--- src/i2crtm_pkg.sv ---
// ============================================================================
// i2crtm_pkg
// Types and constants for the I2C register transaction master.
// ============================================================================
package i2crtm_pkg;

  // Largest number of data bytes in one transaction
  localparam int MaxBytes = 2;

  // Register indexes of the configuration port
  localparam logic [1:0] CFG_WR_ADDR = 2'd0;
  localparam logic [1:0] CFG_RD_ADDR = 2'd1;
  localparam logic [1:0] CFG_TIMEOUT = 2'd2;

  // Configuration reset values
  localparam logic [7:0] WR_ADDR_RST = 8'd108;
  localparam logic [7:0] RD_ADDR_RST = 8'd109;
  localparam logic [9:0] TIMEOUT_RST = 10'd250;

  // Bus sequencer phases
  typedef enum logic [2:0] {
    PH_IDLE,
    PH_START,
    PH_SEND,
    PH_ACKWAIT,
    PH_RSETUP,
    PH_READ,
    PH_ACKOUT,
    PH_STOP
  } phase_t;

  typedef struct packed {
    logic [7:0] wr_addr;
    logic [7:0] rd_addr;
    logic [9:0] timeout;
  } cfg_t;

  typedef struct packed {
    logic       req_valid;
    logic       req_type;
    logic [7:0] reg_index;
    logic [1:0] byte_count;
    logic [7:0] wr_first_byte;
    logic [7:0] wr_second_byte;
    logic       sda_in;
  } in_t;

  typedef struct packed {
    logic        scl_level;
    logic        sda_level;
    logic        sda_drive_enable;
    logic        busy_res;
    logic        done_res;
    logic        nack_seen;
    logic [15:0] rd_data;
  } out_t;

  // Sequencer state, including the held request
  typedef struct packed {
    phase_t      phase;
    logic [2:0]  tick;
    logic [3:0]  bit_cnt;
    logic [2:0]  byte_idx;
    logic [7:0]  shift;
    logic [9:0]  ack_wait;
    logic [15:0] accum;
    logic [7:0]  reg_index;
    logic [7:0]  wr_first;
    logic [7:0]  wr_second;
    logic        is_write;
    logic [1:0]  count;
    logic        fail;
  } state_t;

endpackage

--- src/i2crtm_step.sv ---
// ============================================================================
// i2crtm_step
// One bus tick of the sequencer: next state and line levels from the
// current state, the configuration and one input transaction.
// ============================================================================
module i2crtm_step (
  input  i2crtm_pkg::state_t cur,
  input  i2crtm_pkg::cfg_t   cfg,
  input  i2crtm_pkg::in_t    din,
  output i2crtm_pkg::state_t nxt,
  output i2crtm_pkg::out_t   dout
);

  // Load a byte into the shifter and start sending it
  function automatic i2crtm_pkg::state_t begin_send(i2crtm_pkg::state_t st,
                                                    logic [7:0] b);
    i2crtm_pkg::state_t r;
    r         = st;
    r.shift   = b;
    r.bit_cnt = 4'd0;
    r.tick    = 3'd0;
    r.phase   = i2crtm_pkg::PH_SEND;
    return r;
  endfunction

  always_comb begin
    i2crtm_pkg::state_t s;
    logic [1:0] cnt;
    logic       last;
    logic [7:0] nb;
    logic [3:0] bit_inc;

    s    = cur;
    dout = '0;
    dout.scl_level        = 1'b1;
    dout.sda_level        = 1'b1;
    dout.sda_drive_enable = 1'b1;
    dout.busy_res         = 1'b1;

    // Take a new request when idle; count saturates to 1..MaxBytes
    cnt = din.byte_count;
    if (cnt == 2'd0) begin
      cnt = 2'd1;
    end else if (cnt > 2'(i2crtm_pkg::MaxBytes)) begin
      cnt = 2'(i2crtm_pkg::MaxBytes);
    end
    if (cur.phase == i2crtm_pkg::PH_IDLE && din.req_valid) begin
      s           = '0;
      s.phase     = i2crtm_pkg::PH_START;
      s.reg_index = din.reg_index;
      s.wr_first  = din.wr_first_byte;
      s.wr_second = din.wr_second_byte;
      s.is_write  = din.req_type;
      s.count     = cnt;
    end

    last    = (s.byte_idx - 3'd2) >= {1'b0, s.count};
    nb      = '0;
    bit_inc = s.bit_cnt + 4'd1;

    case (s.phase)
      i2crtm_pkg::PH_START: begin
        dout.sda_level = (s.tick < 3'd4);
        if (s.tick >= 3'd7) begin
          s = begin_send(s, (s.byte_idx == 3'd0) ? cfg.wr_addr : cfg.rd_addr);
        end else begin
          s.tick = s.tick + 3'd1;
        end
      end
      i2crtm_pkg::PH_SEND: begin
        dout.scl_level = (s.tick >= 3'd2);
        dout.sda_level = s.shift[7];
        if (s.tick >= 3'd3) begin
          s.shift   = {s.shift[6:0], 1'b0};
          s.bit_cnt = bit_inc;
          s.tick    = 3'd0;
          if (bit_inc >= 4'd8) begin
            s.phase    = i2crtm_pkg::PH_ACKWAIT;
            s.ack_wait = 10'd0;
          end
        end else begin
          s.tick = s.tick + 3'd1;
        end
      end
      i2crtm_pkg::PH_ACKWAIT: begin
        dout.sda_drive_enable = 1'b0;
        dout.scl_level        = (s.tick >= 3'd1);
        if (s.tick < 3'd2) begin
          s.tick = s.tick + 3'd1;
        end else if (!din.sda_in) begin
          // Acknowledged: pick the next step of the transaction
          s.tick = 3'd0;
          if (s.byte_idx == 3'd0) begin
            s.byte_idx = 3'd1;
            s = begin_send(s, s.reg_index);
          end else if (s.byte_idx == 3'd1) begin
            s.byte_idx = 3'd2;
            if (s.is_write) begin
              s = begin_send(s, s.wr_first);
            end else begin
              s.phase = i2crtm_pkg::PH_RSETUP;
            end
          end else if (s.is_write) begin
            if ((s.byte_idx - 3'd1) < {1'b0, s.count}) begin
              nb = ((s.byte_idx - 3'd1) == 3'd1) ? s.wr_second : 8'h00;
              s.byte_idx = s.byte_idx + 3'd1;
              s = begin_send(s, nb);
            end else begin
              s.phase = i2crtm_pkg::PH_STOP;
            end
          end else begin
            s.byte_idx = 3'd3;
            s.bit_cnt  = 4'd0;
            s.shift    = 8'h00;
            s.phase    = i2crtm_pkg::PH_READ;
          end
        end else if (s.ack_wait >= cfg.timeout) begin
          // Acknowledge timed out
          s.fail  = 1'b1;
          s.phase = i2crtm_pkg::PH_STOP;
          s.tick  = 3'd0;
        end else begin
          s.ack_wait = s.ack_wait + 10'd1;
        end
      end
      i2crtm_pkg::PH_RSETUP: begin
        dout.scl_level = 1'b0;
        if (s.tick >= 3'd1) begin
          s.phase = i2crtm_pkg::PH_START;
          s.tick  = 3'd0;
        end else begin
          s.tick = s.tick + 3'd1;
        end
      end
      i2crtm_pkg::PH_READ: begin
        dout.sda_drive_enable = 1'b0;
        dout.scl_level        = (s.tick >= 3'd2);
        if (s.tick >= 3'd3) begin
          s.shift   = {s.shift[6:0], din.sda_in};
          s.bit_cnt = bit_inc;
          s.tick    = 3'd0;
          if (bit_inc >= 4'd8) begin
            s.phase = i2crtm_pkg::PH_ACKOUT;
          end
        end else begin
          s.tick = s.tick + 3'd1;
        end
      end
      i2crtm_pkg::PH_ACKOUT: begin
        // ACK every byte but the last, which gets NACK
        dout.scl_level = (s.tick >= 3'd2);
        dout.sda_level = last;
        if (s.tick >= 3'd3) begin
          s.accum = {s.accum[7:0], s.shift};
          s.tick  = 3'd0;
          if (last) begin
            if (s.count == 2'd1) begin
              s.accum = {s.shift, 8'h00};
            end
            s.phase = i2crtm_pkg::PH_STOP;
          end else begin
            s.byte_idx = s.byte_idx + 3'd1;
            s.bit_cnt  = 4'd0;
            s.shift    = 8'h00;
            s.phase    = i2crtm_pkg::PH_READ;
          end
        end else begin
          s.tick = s.tick + 3'd1;
        end
      end
      i2crtm_pkg::PH_STOP: begin
        dout.scl_level = (s.tick >= 3'd4);
        dout.sda_level = (s.tick >= 3'd6);
        if (s.tick >= 3'd7) begin
          dout.busy_res  = 1'b0;
          dout.done_res  = 1'b1;
          dout.nack_seen = s.fail;
          dout.rd_data   = s.is_write ? 16'h0000 : s.accum;
          s.phase        = i2crtm_pkg::PH_IDLE;
          s.tick         = 3'd0;
        end else begin
          s.tick = s.tick + 3'd1;
        end
      end
      default: begin
        s.phase       = i2crtm_pkg::PH_IDLE;
        dout.busy_res = 1'b0;
      end
    endcase

    nxt = s;
  end

endmodule

--- src/i2c_register_transaction_master.sv ---
// ============================================================================
// i2c_register_transaction_master
// I2C master running one register read or write per request, one bus tick
// per input transaction.
// ============================================================================
// Usage:
//   Each slave-side transaction is one bus tick: it carries the request
//   fields (taken only while idle) and the sampled SDA level. Each accepted
//   tick yields exactly one master-side transaction with the SCL/SDA levels,
//   the SDA drive enable, busy, done, the NACK flag and the read data.
//   Config writes (index 0 write address byte, 1 read address byte,
//   2 ACK timeout) are always accepted; indexes beyond the list are ignored.
//   Output: registered; a tick's result shows in the cycle after acceptance.
//   Throughput: one tick per cycle unless stalled; each sequencer state
//   update is one combinational pass between the state and output registers.
//   Stall: while the output register holds an untaken result, s_tready is low
//   unless m_tready takes it in the same cycle.
//   Reset: sequencer idle, no result pending, config registers at defaults.
// ============================================================================
module i2c_register_transaction_master (
  input  logic        clk,
  input  logic        rst,
  // Bus tick in
  input  logic        s_tvalid,
  output logic        s_tready,
  // req_valid[0], reg_index[8:1], byte_count[10:9], wr_first_byte[18:11],
  // wr_second_byte[26:19], sda_in[27], zero[31:28]
  input  logic [31:0] s_tdata,
  // req_type[0]
  input  logic        s_tuser,
  // Line levels and status out
  output logic        m_tvalid,
  input  logic        m_tready,
  // scl_level[0], sda_level[1], sda_drive_enable[2], busy_res[3],
  // done_res[4], nack_seen[5], rd_data[21:6], zero[23:22]
  output logic [23:0] m_tdata,
  // Configuration writes
  input  logic        cfg_valid,
  output logic        cfg_ready,
  input  logic [1:0]  cfg_index,
  input  logic [9:0]  cfg_data
);

  i2crtm_pkg::cfg_t   cfg;
  i2crtm_pkg::state_t state;
  i2crtm_pkg::state_t state_next;
  i2crtm_pkg::in_t    din;
  i2crtm_pkg::out_t   dout;
  i2crtm_pkg::out_t   out_reg;
  logic               s_fire;

  // Unpack the input transaction
  assign din.req_valid      = s_tdata[0];
  assign din.req_type       = s_tuser;
  assign din.reg_index      = s_tdata[8:1];
  assign din.byte_count     = s_tdata[10:9];
  assign din.wr_first_byte  = s_tdata[18:11];
  assign din.wr_second_byte = s_tdata[26:19];
  assign din.sda_in         = s_tdata[27];

  assign s_tready  = !m_tvalid || m_tready;
  assign s_fire    = s_tvalid && s_tready;
  assign cfg_ready = 1'b1;

  // Configuration registers
  always_ff @(posedge clk) begin
    if (rst) begin
      cfg.wr_addr <= i2crtm_pkg::WR_ADDR_RST;
      cfg.rd_addr <= i2crtm_pkg::RD_ADDR_RST;
      cfg.timeout <= i2crtm_pkg::TIMEOUT_RST;
    end else if (cfg_valid) begin
      case (cfg_index)
        i2crtm_pkg::CFG_WR_ADDR: cfg.wr_addr <= cfg_data[7:0];
        i2crtm_pkg::CFG_RD_ADDR: cfg.rd_addr <= cfg_data[7:0];
        i2crtm_pkg::CFG_TIMEOUT: cfg.timeout <= cfg_data;
        default: ;
      endcase
    end
  end

  i2crtm_step u_step (
    .cur  (state),
    .cfg  (cfg),
    .din  (din),
    .nxt  (state_next),
    .dout (dout)
  );

  // Sequencer state register; all zero is the idle phase
  always_ff @(posedge clk) begin
    if (rst) begin
      state <= '0;
    end else if (s_fire) begin
      state <= state_next;
    end
  end

  // Output register
  always_ff @(posedge clk) begin
    if (rst) begin
      m_tvalid <= 1'b0;
    end else if (s_fire) begin
      m_tvalid <= 1'b1;
    end else if (m_tready) begin
      m_tvalid <= 1'b0;
    end
  end

  always_ff @(posedge clk) begin
    if (s_fire) begin
      out_reg <= dout;
    end
  end

  assign m_tdata = {2'b00, out_reg.rd_data, out_reg.nack_seen, out_reg.done_res,
                    out_reg.busy_res, out_reg.sda_drive_enable, out_reg.sda_level,
                    out_reg.scl_level};

endmodule

--- config.mk ---
export PLATFORM = sky130hd
export DESIGN_NAME = i2c_register_transaction_master
export DESIGN_NICKNAME = d
export VERILOG_FILES = /design/src/i2crtm_pkg.sv /design/src/i2crtm_step.sv /design/src/i2c_register_transaction_master.sv
export SDC_FILE = /design/constraint.sdc
export NUM_CORES = 1
export LEC_CHECK = 0
export BUFFER_PORTS_ARGS = -buffer_cell sky130_fd_sc_hd__buf_2
export CAP_MARGIN = 40
export CELL_PAD_IN_SITES_DETAIL_PLACEMENT = 1
export CELL_PAD_IN_SITES_GLOBAL_PLACEMENT = 1
export CORE_MARGIN = 4
export CORE_UTILIZATION = 44
export CTS_CLUSTER_SIZE = 30
export DETAILED_ROUTE_END_ITERATION = 10
export PLACE_DENSITY = 0.87
export SETUP_SLACK_MARGIN = 0.05
export SYNTH_ARGS = -nofsm -noshare
export SYNTH_HDL_FRONTEND = slang
export SYNTH_SLANG_ARGS = --single-unit
export TNS_END_PERCENT = 100
--- constraint.sdc ---
create_clock -name clk -period 5.62 [get_ports clk]
set_clock_uncertainty 0.05 [all_clocks]
set_input_delay 1.124 -clock clk [delete_from_list [all_inputs] [get_ports clk]]
set_output_delay 1.124 -clock clk [all_outputs]
set_load 0.02 [all_outputs]
==> results of run 1 <==
## power by group
| group | switching, mW | internal (mW) | total [mW] |
|---|---|---|---|
| logic | 0.182 | 0.0872 | 0.269 |
| clock network | 0.458 | 0.662 | 1.12 |
| registers | 0.0278 | 0.936 | 0.964 |
| total | 0.668 | 1.68 | 2.35 |
## per-layer routing
layer	vias up	part of all wire [%]	GRT usage, %	routed length (um)
li1	3318	-	-	-
met1	3503	44	35.21	10550
met2	235	47	42.89	11190
met3	46	6.4	6.055	1527
met4	0	2.0	8.623	477
met5	-	0	0	0
## kinds of logic after synthesis
kind of cell / count (synthesis)
and+or+nand+nor: 368
AOI/OAI and AO/OA: 241
DFF: 124
buffers and inverters: 94
muxes: 34
adders and majority gates: 22
xor gates and xnor gates: 3
other: 2
## critical path, delay by kind of cell
| family | cells | cell delay [ns] |
|---|---|---|
| AOI/OAI and AO/OA | 4 | 0.82 |
| and+or+nand+nor | 5 | 2.26 |
| adders and majority gates | 2 | 0.52 |
| buffers and inverters | 2 | 0.27 |
## through the flow
step,worst slack [ns],hold WS [ns],instances
after floorplan,0.8384,0.3773,889
after global placement,0.6826,0.3901,1128
after detailed placement,0.6347,0.4014,1130
after CTS,1.005,0.4101,1162
after global routing,0.7340,0.4360,1162
final,0.9088,0.4094,1162
## layout by cell type (no fill, tap or decap), types with 20 or more instances in the layout
master / instances
sky130_fd_sc_hd__edfxtp_1: 22
sky130_fd_sc_hd__buf_2: 69
sky130_fd_sc_hd__buf_4: 20
sky130_fd_sc_hd__nand2_1: 129
sky130_fd_sc_hd__and2_1: 27
sky130_fd_sc_hd__a21oi_1: 68
sky130_fd_sc_hd__o21ai_0: 45
sky130_fd_sc_hd__nand3_1: 24
sky130_fd_sc_hd__nor2_1: 83
sky130_fd_sc_hd__nor3_1: 27
sky130_fd_sc_hd__ha_1: 22
sky130_fd_sc_hd__mux2i_1: 23
sky130_fd_sc_hd__dfxtp_1: 102
sky130_fd_sc_hd__inv_1: 29
## Yosys cell counts (all sizes together), types with 19 or more instances
| cell type | count |
|---|---|
| and2 | 27 |
| clkbuf | 46 |
| mux2i | 24 |
| nand2 | 130 |
| nor3 | 27 |
| dfxtp | 102 |
| nand3 | 24 |
| a21oi | 68 |
| inv | 29 |
| edfxtp | 22 |
| o21ai | 47 |
| buf | 19 |
| ha | 22 |
| nor2 | 84 |
## state kept, by name, indices dropped and copies added, names as in the netlist
register,cells
m_tdata,22
m_tvalid,1
cfg,26
state,75
## area by class of cell
class                      count  share of cell area, %
inverter                      29                  1.323
tap                          216                  3.285
clock inverter                14                  1.931
multi-input combinational    671                  49.24
sequential                   124                  32.85
clock buffer                  18                  5.216
timing repair buffer          90                  6.159
## worst min path at each step
stage                                   to  depth (start not counted)
finish                 cfg[9]$_SDFFE_PP0P_                          2
global route           cfg[8]$_SDFFE_PP0P_                          2
CTS                    cfg[9]$_SDFFE_PP0P_                          2
detailed placement   state[4]$_SDFFE_PP0P_                          2
global placement    state[12]$_SDFFE_PP0P_                          2
floorplan            state[0]$_SDFFE_PP0P_                          2
==> results.txt, run 1 <==
Worst Path Class, Setup -> input port to flop
Max rail drop VDD -> 0.0002106 V
Final wirelength -> 23740 um
Number of register bits inferred by synthesis -> 124
RSZ-0062 raised after global routing -> no
Setup violation total in the final timing report -> 0
Clock sinks -> 124
Die span in x -> 135.2 um
Number of buffers inserted by post-CTS setup repair -> 0
Number of antenna violations at the first check in global routing -> 0
Antenna-violating nets left -> 0
Number of input and output port buffers inserted -> 68
Clock tree from TritonCTS -> yes
Vias in the first global route -> 7130
Clock buffers created by TritonCTS -> 17
Post-synthesis area per instance -> 8.020 um^2
Clock Tree Buf Depth -> 2
Post-synthesis share of cell area spent on xor and xnor gates -> 0.3689%
# IOs -> 77
Share of final-layout standard cells stronger than drive strength 1 -> 14.80%
Nature of the critical path endpoint -> flop
Layout overhead on the synthesized area -> 15.53%
Hold Path Origin -> cfg[9]$_SDFFE_PP0P_
Proportion of synthesized chip area in sequential cells -> 37.95%
Number of cells on the worst reg-to-reg path -> 12
Hold Path Class -> flop to flop
Filler cell count -> 1946
Slowest cell delay on critical path -> 0.89 ns
Fin area -> 0.008228 mm^2
Startpoint of the most critical register-to-register path -> state[72]$_SDFFE_PP0P_
Power Density -> 285.9 mW/mm^2
Unique masters post-synth -> 74
Maxcap violations -> 0
Critical Path Sink -> state[65]$_SDFFE_PP0P_
Mux contribution to synthesized area -> 5.007%
Complex-gate fraction of the synthesized area -> 22.35%
Crit-path cells -> buf_2 -> or4b_2 -> nand2_1 -> inv_1 -> ha_1 -> or3_1 -> ha_1 -> nor2b_1 -> o31ai_1 -> a21o_1 -> nor4_1 -> o21ai_0 -> a31oi_1
Outcome -> complete, no violations
Number of enable-type register cells in the synthesized netlist -> 22
GRT overflow -> 0
Total design power -> 2.353 mW
Clock transition at path regs -> 0.06 ns
DR pass1 iterations -> 5
Share of the synthesized area in the top cell type -> 28.67%
Largest net degree at the start of global routing -> 67
Drt wl/cell -> 20.43 um
Cell type contributing the most total cell area after synthesis -> sky130_fd_sc_hd__dfxtp_1
Ratio of final minimum period to clock period -> 83.83%
Standard cell core area -> 0.01589 mm^2
Post-synth top flop -> sky130_fd_sc_hd__dfxtp_1
Antenna diode count -> 0
Required time of the worst setup path -> 5.92 ns
Largest family of logic cells by synthesized area -> simple AND/OR/NAND/NOR gates
Standard cell with the maximum stage delay on the critical path -> sky130_fd_sc_hd__or4b_2
Relative max-transition margin -> 39.94%
Tmin final -> 4.711 ns
Share of async-settable or async-resettable flops after synthesis -> 0%
Worst-margin pin slew -> 0.9009 ns
Clk Tree Root Cell -> sky130_fd_sc_hd__clkbuf_16
Adder-cell share of the synthesized area -> 3.865%
Last weighted congestion value of the routability-driven placer -> 0.9156
Initial core utilization -> 44.83%
Launching element of the worst setup path -> s_tdata[0]
Number of standard cells after synthesis -> 888
Aggregate global-route resource usage -> 26.52%
H-tree depth -> 4
Critical path startpoint category -> input port
Syn. warnings -> 0
First-pass GRT wire length -> 38410 um
Post-Syn Area -> 0.007122 mm^2
Total die area -> 0.01829 mm^2
Utilization after layout -> 51.80%
RR Endpoint -> state[65]$_SDFFE_PP0P_
Hold-fix buffer count after cts -> 0
Total DRC errors in the routed layout -> 0
Register-to-Register Setup Slack -> 1.38 ns
Area of the multi-input gates -> 0.004051 mm^2
Total number of placement rows -> 46
Total via count after detailed routing -> 7102
Height of the die -> 135.2 um
Net count of the finished layout -> 1005
DPL Wire Length -> 16020 um
Simple logic cell fraction of the synthesized area -> 24.98%
Cell area after placement -> 0.007640 mm^2
Later-pin clock latency in the skew report -> 0.43 ns
Maximum fanout along the worst path -> 18
Crit path top cell by count -> sky130_fd_sc_hd__ha_1
Final slew viol count -> 0
Static leakage -> 3.138 nW
Fmax -> 0.2123 GHz
DR iter-0 viols -> 665
Per-cell via count in the routed design -> 6.112
Synth area leaders -> sky130_fd_sc_hd__dfxtp_1, sky130_fd_sc_hd__edfxtp_1, sky130_fd_sc_hd__nand2_1
CP Data Arrival Time -> 5.01 ns
Post-CTS sizing -> 0
FF+latch area -> 0.002703 mm^2
Final-layout setup total negative slack -> 0 ns
Final hold violation count -> 0
(Power assumes the default switching activity.)
==> run 2: changes to the inputs <==
clock period = 4.6 ns   (was 5.62 ns; I/O delays follow)
==> run 2 against run 1 <==
Compared with the run above: wire length up 0.67%; total power up 23%; die area unchanged; via count about the same; highest routed layer unchanged; cell count up 0.86%; combinational power up 26%; clock-buffer cell count down 1; sequential cell count unchanged; critical path depth unchanged; global-route usage down 0.12 points; setup slack worse by 0.48 ns; register-to-register slack worse by 0.68 ns.
==> results.txt, run 2 (synthesis gave the netlist of run 1 again) <==
Number of input and output port buffers inserted -> 68 (unchanged)
Final-layout setup total negative slack -> 0 ns (unchanged)
DR pass1 iterations -> 5 (unchanged)
H-tree depth -> 4 (unchanged)
Drt wl/cell -> 20.39 um (was 20.43 um)
Net switching component of the power -> 856.1 uW (was 667.9 uW)
Number of antenna violations at the first check in global routing -> 0 (unchanged)
Total number of placement rows -> 46 (unchanged)
Antenna-violating nets left -> 0 (unchanged)
Nature of the critical path endpoint -> flop (unchanged)
Max FFs per register -> 75 (unchanged)
Largest register by flop count -> state (unchanged)
Final slew viol count -> 0 (unchanged)
Critical path startpoint category -> input port (unchanged)
Fraction of power consumed by the clock network -> 47.5% (was 47.6%)
Per-cell via count in the routed design -> 6.062 (was 6.112)
Maxcap violations -> 0 (unchanged)
Aggregate global-route resource usage -> 26.40% (was 26.52%)
Hold Path Class -> flop to flop (unchanged)
Most frequent cells in the layout -> sky130_fd_sc_hd__nand2_1, sky130_fd_sc_hd__dfxtp_1, sky130_fd_sc_hd__nor2_1 (unchanged)
Final wirelength -> 23900 um (was 23740 um)
Setup violation total in the final timing report -> 0 (unchanged)
Worst-margin pin slew -> 0.9239 ns (was 0.9009 ns)
Clock transition at path regs -> 0.06 ns (about the same)
Filler cell count -> 1967 (was 1946)
Tmin final -> 4.175 ns
# IOs -> 77 (unchanged)
Height of the die -> 135.2 um (unchanged)
Clock tree from TritonCTS -> yes (unchanged)
Share of final-layout standard cells stronger than drive strength 1 -> 15.79% (was 14.80%)
Clock Tree Buf Depth -> 2 (unchanged)
Static leakage -> 3.191 nW (was 3.138 nW)
Cell Count, Final, Fillers Out -> 1172 (was 1162)
Commonest non-fill, non-tap cell in the layout -> sky130_fd_sc_hd__nand2_1 (unchanged)
Hold-fix buffer count after cts -> 0 (unchanged)
CP Data Arrival Time -> 4.46 ns (was 5.01 ns)
First-pass GRT wire length -> 38340 um (was 38410 um)
Initial core utilization -> 44.83% (unchanged)
Relative max-transition margin -> 38.41% (was 39.94%)
Die span in x -> 135.2 um (unchanged)
GRT overflow -> 0 (unchanged)
Net count of the finished layout -> 1015 (was 1005)
Antenna diode count -> 0 (unchanged)
Layout overhead on the synthesized area -> 16.60% (was 15.53%)
RSZ-0062 raised after global routing -> no (unchanged)
Fmax -> 0.2395 GHz
Power Density -> 347.7 mW/mm^2 (was 285.9 mW/mm^2)
Later-pin clock latency in the skew report -> 0.43 ns (about the same)
Required time of the worst setup path -> 4.89 ns (was 5.92 ns)
Power share of the sequential group -> 40.8% (was 41.0%)
Sw Ratio -> 29.65% (was 28.39%)
Maximum fanout along the worst path -> 6 (was 18)
Last weighted congestion value of the routability-driven placer -> 0.9204 (was 0.9156)
Ratio of final minimum period to clock period -> 90.77%
Standard cell core area -> 0.01589 mm^2 (unchanged)
Vias in the first global route -> 7222 (was 7130)
Comb pwr share -> 11.7% (was 11.4%)
Number of buffers inserted by post-CTS setup repair -> 0 (unchanged)
Post-CTS sizing -> 0 (unchanged)
Clk Tree Root Cell -> sky130_fd_sc_hd__clkbuf_16 (unchanged)
Max rail drop VDD -> 0.0002375 V (was 0.0002106 V)
DPL Wire Length -> 16500 um (was 16020 um)
Post-route worst hold slack -> 0.4022 ns (was 0.4094 ns)
Total die area -> 0.01829 mm^2 (unchanged)
Clock buffers created by TritonCTS -> 17 (unchanged)
Clock sinks -> 124 (unchanged)
Largest net degree at the start of global routing -> 48 (was 67)
Internal power -> 2.032 mW (was 1.685 mW)
DR iter-0 viols -> 748 (was 665)
Worst Path Class, Setup -> input port to flop (unchanged)
Outcome -> complete, no violations (unchanged)
Final hold violation count -> 0 (unchanged)
Total DRC errors in the routed layout -> 0 (unchanged)
Total via count after detailed routing -> 7105 (was 7102)
Cell total after placement -> 1140 (was 1130)
## run 2: cell types whose count changed in the layout (fill, tap and decap cells not counted)
cell | before | now
sky130_fd_sc_hd__buf_4 | 20 | 31
sky130_fd_sc_hd__inv_8 | 0 | 7
sky130_fd_sc_hd__clkinv_4 | 3 | 0
sky130_fd_sc_hd__buf_6 | 1 | 0
sky130_fd_sc_hd__bufinv_16 | 2 | 1
sky130_fd_sc_hd__clkbuf_1 | 1 | 0
sky130_fd_sc_hd__clkinv_2 | 1 | 0
sky130_fd_sc_hd__inv_6 | 6 | 5
## run 2: layout make-up
class                   instances  area, um^2  area share [%]
multi-input cells             671        4051           48.79
inverters                      29       108.9           1.311
flip-flops and latches        124        2703           32.54
repair buffers                100       578.1           6.961
clock buffers                  17       425.4           5.123
clock inverters                15       167.7           2.019
well taps                     216       270.3           3.254
## run 2: worst paths after layout
check                         startpoint                     end  slack (ns)  depth (start not counted)
setup / recovery              s_tdata[0]  state[55]$_SDFFE_PP0P_        0.42                         13
setup reg to reg  state[72]$_SDFFE_PP0P_  state[55]$_SDFFE_PP0P_        0.70                         12
hold reg to reg    state[0]$_SDFFE_PP0P_   state[0]$_SDFFE_PP0P_        0.40                          2
hold / removal     state[0]$_SDFFE_PP0P_   state[0]$_SDFFE_PP0P_        0.40                          2
## run 2: layer usage
layer	up-vias	wire, um	global-route usage (%)
li1	3337	-	-
met1	3460	10370	34.91
met2	255	11200	42.42
met3	53	1560	4.866
met4	0	764	11.25
met5	-	0	0
## run 2: critical path, stage by stage
cell and delay [ns]:
sky130_fd_sc_hd__buf_2 0.15, sky130_fd_sc_hd__or4b_2 0.73, sky130_fd_sc_hd__and2_1 0.25, sky130_fd_sc_hd__ha_1 0.22
sky130_fd_sc_hd__or3_1 0.39, sky130_fd_sc_hd__ha_1 0.28, sky130_fd_sc_hd__nor2b_1 0.17, sky130_fd_sc_hd__nor3_1 0.43
sky130_fd_sc_hd__buf_4 0.24, sky130_fd_sc_hd__nand4_1 0.10, sky130_fd_sc_hd__o21ai_0 0.22, sky130_fd_sc_hd__o21ai_0 0.12
sky130_fd_sc_hd__a211oi_1 0.26
## run 2: per-stage QoR
stage / cell area [um^2] / utilization, % / total power, mW / worst slack (ns)
2_1_floorplan: 7128 / - / 1.406 / 0.06947
3_3_place_gp: 7706 / 48.51 / 1.516 / 0.1422
3_5_place_dp: 7711 / 48.54 / 1.529 / 0.03640
4_1_cts: 8304 / 52.28 / 2.900 / 0.4736
5_1_grt: 8304 / 52.28 / 2.980 / 0.2418
6_report: 8304 / 52.28 / 2.888 / 0.4245
## run 2: power groups by stage
stage,clock network (mW),logic [mW],registers (mW)
floorplan,0,0.208,1.20
global placement,0,0.319,1.20
detailed placement,0,0.330,1.20
CTS,1.39,0.336,1.18
global route,1.43,0.370,1.18
finish,1.37,0.339,1.18
